**config.mk**
```make
export PLATFORM = sky130hd
export DESIGN_NAME = earliest_free_thread_dispatcher
export DESIGN_NICKNAME = d
export VERILOG_FILES = /design/src/hw/rtl/eftd_pkg.sv /design/src/hw/rtl/eftd_cell.sv /design/src/hw/rtl/earliest_free_thread_dispatcher.sv
export SDC_FILE = /design/constraint.sdc
export NUM_CORES = 2
export LEC_CHECK = 0
export ABC_AREA = 1
export BUFFER_PORTS_ARGS = -buffer_cell sky130_fd_sc_hd__clkbuf_2
export CORE_MARGIN = 3
export CORE_UTILIZATION = 45
export DETAILED_ROUTE_END_ITERATION = 8
export HOLD_SLACK_MARGIN = 0.02
export PLACE_DENSITY = 0.62
export SKIP_LAST_GASP = 1
export SLEW_MARGIN = 20
export SYNTH_ARGS = -nofsm -noshare
export SYNTH_HDL_FRONTEND = slang
export SYNTH_SLANG_ARGS = --single-unit
export TNS_END_PERCENT = 50
```
**constraint.sdc**
```tcl
create_clock -name clock -period 4.9 [get_ports clock]
set_clock_uncertainty 0.1 [all_clocks]
set_input_delay 0.49 -clock clock [delete_from_list [all_inputs] [get_ports clock]]
set_output_delay 0.49 -clock clock [all_outputs]
set_load 0.05 [all_outputs]
```
**src/hw/rtl/eftd_pkg.sv**
```systemverilog
// Package for the earliest free thread dispatcher.
// Holds the fixed field widths and parameter defaults; depends on nothing.
package eftd_pkg;

   localparam int DEF_MAX_THREADS = 16;
   localparam int DEF_TIME_BITS   = 48;

   localparam int DURATION_W = 32;
   localparam int INDEX_W    = 4;
   localparam int START_W    = 48;
   localparam int COUNT_W    = 5;

   localparam logic [COUNT_W-1:0] COUNT_RESET = 5'd16;

endpackage

```
**src/hw/rtl/eftd_cell.sv**
```systemverilog
// One thread cell of the dispatcher chain: holds one thread's free time.
// It compares that time against the running minimum handed in by its left
// neighbor and hands the updated minimum to its right neighbor. No package.
module eftd_cell #(
   parameter int TIME_BITS = 48,
   parameter int IDX_W     = 4,
   parameter int CNT_W     = 5,
   parameter int INDEX     = 0
) (
   input  logic                 clock,
   input  logic                 reset,
   input  logic [CNT_W-1:0]     thread_limit,
   input  logic                 wr_valid,
   input  logic [IDX_W-1:0]     wr_idx,
   input  logic [TIME_BITS-1:0] wr_time,
   input  logic                 in_valid,
   input  logic                 in_found,
   input  logic [TIME_BITS-1:0] in_time,
   input  logic [IDX_W-1:0]     in_idx,
   output logic                 out_valid,
   output logic                 out_found,
   output logic [TIME_BITS-1:0] out_time,
   output logic [IDX_W-1:0]     out_idx
);

   logic [TIME_BITS-1:0] free_time_ff;
   logic                 valid_ff;
   logic                 found_ff;
   logic [TIME_BITS-1:0] time_ff;
   logic [IDX_W-1:0]     idx_ff;
   logic                 active;
   logic                 take_in;

   assign active  = CNT_W'(INDEX) < thread_limit;
   assign take_in = active && (!in_found || (free_time_ff < in_time));

   always_ff @(posedge clock) begin
      if (reset) begin
         free_time_ff <= '0;
         valid_ff     <= 1'b0;
      end else begin
         valid_ff <= in_valid;
         if (wr_valid && (wr_idx == IDX_W'(INDEX))) begin
            free_time_ff <= wr_time;
         end
      end
   end

   always_ff @(posedge clock) begin
      if (take_in) begin
         found_ff <= 1'b1;
         time_ff  <= free_time_ff;
         idx_ff   <= IDX_W'(INDEX);
      end else begin
         found_ff <= in_found;
         time_ff  <= in_time;
         idx_ff   <= in_idx;
      end
   end

   assign out_valid = valid_ff;
   assign out_found = found_ff;
   assign out_time  = time_ff;
   assign out_idx   = idx_ff;

endmodule

```
**src/hw/rtl/earliest_free_thread_dispatcher.sv**
```systemverilog
// Top level of the earliest free thread dispatcher: the chain of thread
// cells, the saturating update of the winning thread and the ports.
// Depends on eftd_pkg and eftd_cell.

// Each job is a transaction on start/busy. A scan token walks down a row of
// MAX_THREADS cells, one cell per cycle, and collects the earliest free
// active thread (lowest index on ties). The result appears on strobe for one
// cycle, and busy drops in that same cycle; the winner's new free time is
// then written through a register, in time for the next job. A new job is
// taken only once busy is low, so only one job is in the row at a time. The
// receiver cannot stall; the strobe is not repeated. Write thread_count only
// while busy is low.
module earliest_free_thread_dispatcher #(
   parameter int MAX_THREADS = eftd_pkg::DEF_MAX_THREADS,
   parameter int TIME_BITS   = eftd_pkg::DEF_TIME_BITS
) (
   input  logic                            clock,
   input  logic                            reset,
   input  logic                            start,
   output logic                            busy,
   input  logic [eftd_pkg::DURATION_W-1:0] req_job_duration,
   output logic                            strobe,
   output logic [eftd_pkg::INDEX_W-1:0]    rsp_thread_index,
   output logic [eftd_pkg::START_W-1:0]    rsp_start_time,
   input  logic                            csr_write_enable,
   input  logic [eftd_pkg::COUNT_W-1:0]    csr_write_data
);

   import eftd_pkg::*;

   localparam int IDX_W = (MAX_THREADS > 1) ? $clog2(MAX_THREADS) : 1;
   localparam int CNT_W = $clog2(MAX_THREADS + 1);

   logic [COUNT_W-1:0]    csr_count_ff;
   logic [CNT_W-1:0]      thread_limit;
   logic                  busy_ff;
   logic                  launch_ff;
   logic [DURATION_W-1:0] dur_ff;
   logic                  strobe_ff;
   logic [INDEX_W-1:0]    rsp_index_ff;
   logic [START_W-1:0]    rsp_start_ff;
   logic                  wr_valid_ff;
   logic [IDX_W-1:0]      wr_idx_ff;
   logic [TIME_BITS-1:0]  wr_time_ff;
   logic [TIME_BITS:0]    sum_in;
   logic [TIME_BITS-1:0]  next_time_in;
   logic                  accept;
   logic                  done;

   logic [MAX_THREADS:0]  hop_valid;
   logic [MAX_THREADS:0]  hop_found;
   logic [TIME_BITS-1:0]  hop_time [MAX_THREADS+1];
   logic [IDX_W-1:0]      hop_idx  [MAX_THREADS+1];

   always_comb begin
      if (csr_count_ff == '0) begin
         thread_limit = CNT_W'(1);
      end else if (int'(csr_count_ff) > MAX_THREADS) begin
         thread_limit = CNT_W'(MAX_THREADS);
      end else begin
         thread_limit = CNT_W'(csr_count_ff);
      end
   end

   assign accept = start && !busy_ff;
   assign done   = hop_valid[MAX_THREADS];

   assign hop_valid[0] = launch_ff;
   assign hop_found[0] = 1'b0;
   assign hop_time[0]  = '0;
   assign hop_idx[0]   = '0;

   for (genvar k = 0; k < MAX_THREADS; k++) begin : g_cell
      eftd_cell #(
         .TIME_BITS (TIME_BITS),
         .IDX_W     (IDX_W),
         .CNT_W     (CNT_W),
         .INDEX     (k)
      ) u_cell (
         .clock        (clock),
         .reset        (reset),
         .thread_limit (thread_limit),
         .wr_valid     (wr_valid_ff),
         .wr_idx       (wr_idx_ff),
         .wr_time      (wr_time_ff),
         .in_valid     (hop_valid[k]),
         .in_found     (hop_found[k]),
         .in_time      (hop_time[k]),
         .in_idx       (hop_idx[k]),
         .out_valid    (hop_valid[k+1]),
         .out_found    (hop_found[k+1]),
         .out_time     (hop_time[k+1]),
         .out_idx      (hop_idx[k+1])
      );
   end

   assign sum_in = {1'b0, hop_time[MAX_THREADS]} + (TIME_BITS + 1)'(dur_ff);
   assign next_time_in = sum_in[TIME_BITS] ? '1 : sum_in[TIME_BITS-1:0];

   always_ff @(posedge clock) begin
      if (reset) begin
         csr_count_ff <= COUNT_RESET;
         busy_ff      <= 1'b0;
         launch_ff    <= 1'b0;
         strobe_ff    <= 1'b0;
         wr_valid_ff  <= 1'b0;
      end else begin
         if (csr_write_enable) begin
            csr_count_ff <= csr_write_data;
         end
         launch_ff   <= accept;
         strobe_ff   <= done;
         wr_valid_ff <= done;
         if (accept) begin
            busy_ff <= 1'b1;
         end else if (done) begin
            busy_ff <= 1'b0;
         end
      end
   end

   always_ff @(posedge clock) begin
      if (accept) begin
         dur_ff <= req_job_duration;
      end
      if (done) begin
         rsp_index_ff <= INDEX_W'(hop_idx[MAX_THREADS]);
         rsp_start_ff <= START_W'(hop_time[MAX_THREADS]);
         wr_idx_ff    <= hop_idx[MAX_THREADS];
         wr_time_ff   <= next_time_in;
      end
   end

   assign busy             = busy_ff;
   assign strobe           = strobe_ff;
   assign rsp_thread_index = rsp_index_ff;
   assign rsp_start_time   = rsp_start_ff;

endmodule

```
# --- Word-level counts from Yosys, hierarchy flattened ---
# Cells that the tools add are included.
op_classes:
  n_div: 0
  add_sub_neg: 1
  multipliers: 0
  bitwise: 0
  muxes: 21
  reduce_logical: 66
  n_shift: 0
  eq_ne: 15
  order_cmp: 32
op_table:
  columns: ["cell", "n"]
  rows:
  - ["$lt 48x48->1", 15]
  - ["$mux 48", 15]
  - ["$add 48x32->49", 1]
  - ["$lt 4x5->1 const A", 8]
  - ["$eq 4x4->1 const B", 8]
  - ["$logic_and 1x1->1", 32]
  - ["$lt 3x5->1 const A", 4]
  - ["$eq 4x3->1 const B", 4]
  - ["$logic_not 1->1", 16]
  - ["$logic_or 1x1->1", 15]
  - ["$lt 1x5->1 const A", 2]
  - ["$lt 2x5->1 const A", 2]
  - ["$mux 5", 2]
  - ["$eq 4x2->1 const B", 2]
  - ["$gt 5x5->1 const B", 1]
  - ["$logic_not 5->1", 1]
  - ["$eq 4x1->1 const B", 1]
  - ["$logic_not 4->1", 1]
  - ["$mux 1", 4]
  - ["$reduce_bool 2->1", 1]
word_totals:
  register_bits: 1756
  latch_bits: 0
  wordCells: 221
  mem_bits_ro: 0
  inputBits: 41
  out_inout_bits: 54
  mem_bits_rw: 0
  mem_count: 0

# --- Depth between registers and ports, before layout ---
logic_depth:
  depth_word: 6
  ltp_mapped: 18

# --- Modules after synthesis ---
# From an unflattened synthesis, not the netlist that was laid out.
hier_totals:
  hier_cells: 11371
  hier_area_um2: 85205.5
modules_own_cells:
  columns: ["mod", "cells_per_inst", "n_inst", "area_each_um2", "seq_area_each_um2"]
  rows:
  - ["earliest_free_thread_dispatcher", 985, 1, 8170.3, 4124.0]
  - ["eftd_cell (g_cell[5].u_cell)", 650, 1, 5083.6, 2042.0]
  - ["eftd_cell (g_cell[3].u_cell)", 649, 1, 5074.9, 2042.0]
  - ["eftd_cell (g_cell[9].u_cell)", 651, 1, 4938.5, 2042.0]
  - ["eftd_cell (g_cell[15].u_cell)", 645, 1, 4853.4, 2042.0]
  - ["eftd_cell (g_cell[0].u_cell)", 650, 1, 4808.4, 2042.0]
  - ["eftd_cell (g_cell[6].u_cell)", 650, 1, 4794.6, 2042.0]
  - ["eftd_cell (g_cell[2].u_cell)", 648, 1, 4773.3, 2042.0]
  - ["eftd_cell (g_cell[10].u_cell)", 653, 1, 4768.3, 2042.0]
  - ["eftd_cell (g_cell[12].u_cell)", 648, 1, 4758.3, 2042.0]
  - ["eftd_cell (g_cell[14].u_cell)", 649, 1, 4745.8, 2042.0]
  - ["eftd_cell (g_cell[13].u_cell)", 649, 1, 4744.6, 2042.0]
  - ["eftd_cell (g_cell[11].u_cell)", 649, 1, 4743.3, 2042.0]
  - ["eftd_cell (g_cell[7].u_cell)", 649, 1, 4742.0, 2042.0]
  - ["3 more rows", null, null, null, null]

# --- Least setup slack after synthesis ---
# Ideal clock, no wire load.
synth_path:
  path_type: "flip-flop to flip-flop"
  start: "register g_cell[15].u_cell.valid_ff"
  end: "register busy_ff, in the netlist busy"
  setup_time_ps: 132
  stages_incl_launch_ff: 4
  arrival_time_ps: 2859
  required_time_ps: 4668
  n_path_buf: 0
  setup_slack_ps: 1809
  path_cell_list: "dfxtp_1 -> inv_1 -> nand2_1 -> a21oi_1"
synth_via:
  elab_chain_len: 1
synth_rtl:
  columns: ["item", "line_no", "source"]
  rows:
  - ["start, declared", "eftd_cell.sv:27", "logic valid_ff;"]
  - ["start signal, assigned", "eftd_cell.sv:42", "valid_ff <= in_valid;"]
  - ["$reduce_bool 2->1 (no source line)", null, null]
  - ["end signal, assigned", "earliest_free_thread_dispatcher.sv:103", "busy_ff <= 1'b0;"]
  - ["end signal, assigned", "earliest_free_thread_dispatcher.sv:115", "busy_ff <= 1'b1;"]
  - ["end signal, assigned", "earliest_free_thread_dispatcher.sv:117", "busy_ff <= 1'b0;"]
  - ["end, declared", "earliest_free_thread_dispatcher.sv:36", "logic busy_ff;"]
# Every way passes these cells.
# A chain may end at the register's enable or synchronous reset.

# --- Worst setup path after layout ---
layout_path:
  start: "register g_cell[11].u_cell.time_ff[39]"
  end: "register g_cell[12].u_cell.time_ff[41]"
layout_via:
  elab_chain_len: 4
layout_rtl:
  columns: ["item", "line_no", "source"]
  rows:
  - ["start, declared", "eftd_cell.sv:29", "logic [TIME_BITS-1:0] time_ff;"]
  - ["start signal, assigned", "eftd_cell.sv:52", "time_ff <= free_time_ff;"]
  - ["start signal, assigned", "eftd_cell.sv:56", "time_ff <= in_time;"]
  - ["$lt 48x48->1", "eftd_cell.sv:35", "assign take_in = active && (!in_found || (free_time_ff < in_time));"]
  - ["$logic_or 1x1->1", "eftd_cell.sv:35", null]
  - ["$logic_and 1x1->1", "eftd_cell.sv:35", null]
  - ["$mux 48", "eftd_cell.sv:50", "if (take_in) begin"]
  - ["end signal, assigned", "eftd_cell.sv:52", null]
  - ["end signal, assigned", "eftd_cell.sv:56", null]
  - ["end, declared", "eftd_cell.sv:29", null]
# Every way passes these cells.

==> summary.txt <==
Run status
  • Run status: completed

Synth
  • Ys Warns: 0
  • Mapped cell area: 80230 µm²
  • Syn Area/Cell: 7.496 µm²
  • Post-Synth Simple-Gate Area: 25.15%
  • Synth Flop Type: dfxtp_1
  • Seq cells post-synth: roughly 1800
  • Mux contribution to synthesized area: 0%
  • Synth async-reset ratio: 0%
  • Main combinational cell family by area after synthesis: simple AND/OR/NAND/NOR gates
  • Number of flops mapped to enable cells by yosys: approximately 130
  • Number of distinct library cells after synthesis: 39
  • Adder-cell share of the synthesized area: 11.52%
  • XOR/XNOR Fraction of Synth Area: 0.1856%
  • Part of the Yosys area used for sequential elements: between 40% and 50%
  • Cell count after synthesis: 10700
  • Synth Area in Compound Gates: 9.343%
  • Synthesized Nets: 11480

Routing
  • DRT iter0 DRCs: 5749
  • Average wire per standard cell: 18.46 µm
  • Total Wirelength: 241100 µm
  • Post-route DRC: 0
  • Total number of vias: about 68000
  • First-pass DRT Iterations: 7
  • Antenna Nets Post-Route: 0
  • Vias per cell: 5.230

Clock tree
  • Clock sink total: between 1500 and 2000
  • Clock transition at the registers of the reported paths: ~0.06 ns
  • Cts hold-fix bufs: 37
  • Num CTS Buffers: 181
  • Cts repair resizes: 0
  • CTS Buffer Depth: 3
  • Htree depth: 4
  • Worst-skew pair later-pin latency: 0.81 ns
  • Root buf cell: clkbuf_16
  • Post-CTS Setup Bufs: 0
  • CTS tree: yes

Power and ir drop
  • Switching pwr: approximately 6400 µW
  • Seq pwr share: 49.2%
  • Logic pwr share: 1.9%
  • P_int: 23050 µW
  • Clock power share: roughly 50%
  • Pleak: 0.04181 µW
  • Total power: 29470 µW
  • Pwr dens: approximately 330 nW/µm²
  • Worst IR Drop VDD: 339.3 µV
  • Switching share of power: between 20% and 30%

STA
  • Final Hold Fails: 0
  • Setup violators final: 0
  • Max Fclk: between 0.3 and 0.4 GHz
  • Fin crit period: about 3.2 ns
  • Fin. max-slew vios: 0
  • RSZ-0062 raised after global routing: no
  • Post-Route Setup TNS: 0 ns
  • Worst slew pin tran: 1.174 ns
  • Smallest hold slack: around 0.054 ns
  • Fin crit share: 66.05%
  • Rel. slew slack: a little over a fifth

Floorplan
  • Die area: 183400 µm²
  • Core Rows: 154
  • CORE AREA: around 180000 µm²
  • Initial core utilization: 45.40%
  • Horiz. Die Dim: 428.2 µm
  • Die height: 428.2 µm
  • Top Ports: between 90 and 100

Setup path
  • Critical Path Start: g_cell[11].u_cell.out_time[39]
  • Startpoint Class: register
  • Worst r2r src: g_cell[11].u_cell.out_time[39]
  • Max Fanout on Critical Path: 33
  • Crit. End Element: register
  • Crit path kind: reg -> reg
  • Worst endpoint required time: ~5.5 ns
  • Endpoint arrival time on the critical path: 3.86 ns

Global routing
  • GRT overflow: 0
  • First-pass GRT wire length: 372300 µm
  • Largest net degree at the start of global routing: 154
  • Antenna violations before repair: 8
  • Total GRT Usage: 25.53%
  • Vias in the first global route: 64550

Finish
  • # nets final: 11350
  • Share of layout cells above drive strength 1: 5.516%
  • Area grow syn2layout: 10.98%

Worst hold path
  • Worst Hold Class: in -> reg
  • HP Start: csr_write_data[1]

Run
  • Max Cap Viol: 0

Place
  • Post-DP HPWL: 160300 µm
  • Routability Congestion: 0.9004
  • IO buf count: 94
-- sequential cells by signal, summed over array words and instances, names as in the netlist, 4 cells and up --
signal	flops
g_cell.u_cell.out_found	15
rsp_start_time	48
g_cell.u_cell.out_time	768
g_cell.u_cell.out_idx	49
g_cell.u_cell.free_time_ff	768
csr_count_ff	5
wr_time_ff	48
g_cell.u_cell.out_valid	16
wr_idx_ff	4
dur_ff	32
-- cell usage in the layout (no fill, tap or decap), types with 37 or more instances in the layout --
cell type / n
a21oi_1: 480
dfxtp_1: 1622
edfxtp_1: 132
nor3_1: 55
clkbuf_16: 184
buf_4: 118
nand2_1: 2383
nand4_1: 63
ha_1: 737
o21ai_0: 895
dlygate4sd3_1: 37
nor2_1: 1608
clkbuf_2: 94
nand3_1: 821
inv_1: 1142
-- through the flow --
stage | utilization [%] | instance area, µm² | setup WS [ns] | std cells
2_1_floorplan | - | 80230 | 1.809 | 10700
3_3_place_gp | 46.64 | 82410 | 1.678 | 12690
3_5_place_dp | 46.64 | 82410 | 1.633 | 12690
4_1_cts | 50.39 | 89030 | 1.642 | 13060
5_1_grt | 50.39 | 89030 | 1.382 | 13060
6_report | 50.39 | 89030 | 1.663 | 13060
-- power groups by stage --
stage / clock (µW) / combinational [µW] / sequential, µW
floorplan: 0 / 328 / 14800
global placement: 0 / 523 / 14800
detailed placement: 0 / 524 / 14800
CTS: 14600 / 549 / 14500
global route: 15200 / 597 / 14500
finish: 14400 / 557 / 14500
-- final timing paths --
kind,end,slack [ns],cells past startpoint
worst max-delay path,g_cell[12].u_cell.out_time[41],1.66,15
worst min-delay path,csr_count_ff[1],0.05,3
worst max register to register,g_cell[12].u_cell.out_time[41],1.66,15
worst min register to register,g_cell[0].u_cell.out_time[20],0.24,0
-- layout make-up --
| class | count | area [µm²] |
|---|---|---|
| diodes | 2 | 5.005 |
| clock buffers | 243 | 5096 |
| clock inverters | 88 | 1155 |
| fillers | 16700 | 87660 |
| inverters | 1159 | 4358 |
| multi-input cells | 7215 | 37190 |
| flip-flops and latches | 1756 | 36480 |
| well taps | 2340 | 2928 |
| repair buffers | 254 | 1827 |
-- Yosys cell counts (8+ instances only) --
| cell type | instances | area (µm²) |
|---|---|---|
| o21bai_1 | 8 | 60.06 |
| and2_1 | 13 | 81.33 |
| o21a_1 | 23 | 172.7 |
| buf_1 | 21 | 78.83 |
| or2_2 | 34 | 212.7 |
| nand4_1 | 63 | 394.1 |
| dfxtp_1 | 1624 | 32510 |
| xor2_1 | 13 | 113.9 |
| a21o_1 | 17 | 127.6 |
| nand3_1 | 822 | 4114 |
| a21oi_1 | 481 | 2407 |
| o21ai_0 | 895 | 4479 |
| inv_1 | 1150 | 4317 |
| edfxtp_1 | 132 | 3964 |
| inv_2 | 8 | 30.03 |
| nor2_1 | 1623 | 6092 |
| nand2_1 | 2383 | 8945 |
| clkbuf_1 | 437 | 1640 |
| nor3_1 | 56 | 280.3 |
| ha_1 | 737 | 9221 |
| a21boi_0 | 22 | 165.2 |
| buf_4 | 16 | 120.1 |
| buf_2 | 99 | 495.5 |
-- layer usage --
| layer | vias up | global-route usage, % | share of wire, % |
|---|---|---|---|
| met5 | - | 0 | 0.0041 |
| met4 | 2 | 8.900 | 3.4 |
| li1 | 33800 | - | - |
| met1 | 31970 | 32.48 | 42 |
| met2 | 2082 | 43.75 | 48 |
| met3 | 431 | 4.173 | 6.8 |
-- kinds of logic (layout without fill, tap and decap cells) --
group           after synthesis  after routing
simple gates               5001           5001
compound gates             1458           1458
other cells                   1              3
flops                      1756           1756
xor+xnor                     17             17
fa+ha+maj                   738            738
buf+inv                    1732           1744
-- worst max-delay path, stage by stage, from the launching register on --
cell and delay (ns):
dfxtp_1 0.36, inv_1 0.06, ha_1 0.30, nand2_1 0.07, nor2_1 0.15, nand4_1 0.17, nor2_1 0.18, nand2_1 0.10
nor2_1 0.14, nand2_1 0.07, nand2_1 0.05, nand2_1 0.14, nand2_1 0.57, buf_4 0.47, nand2_1 0.12, nand2_1 0.08
No activity file was read; power rests on OpenSTA's default activity.
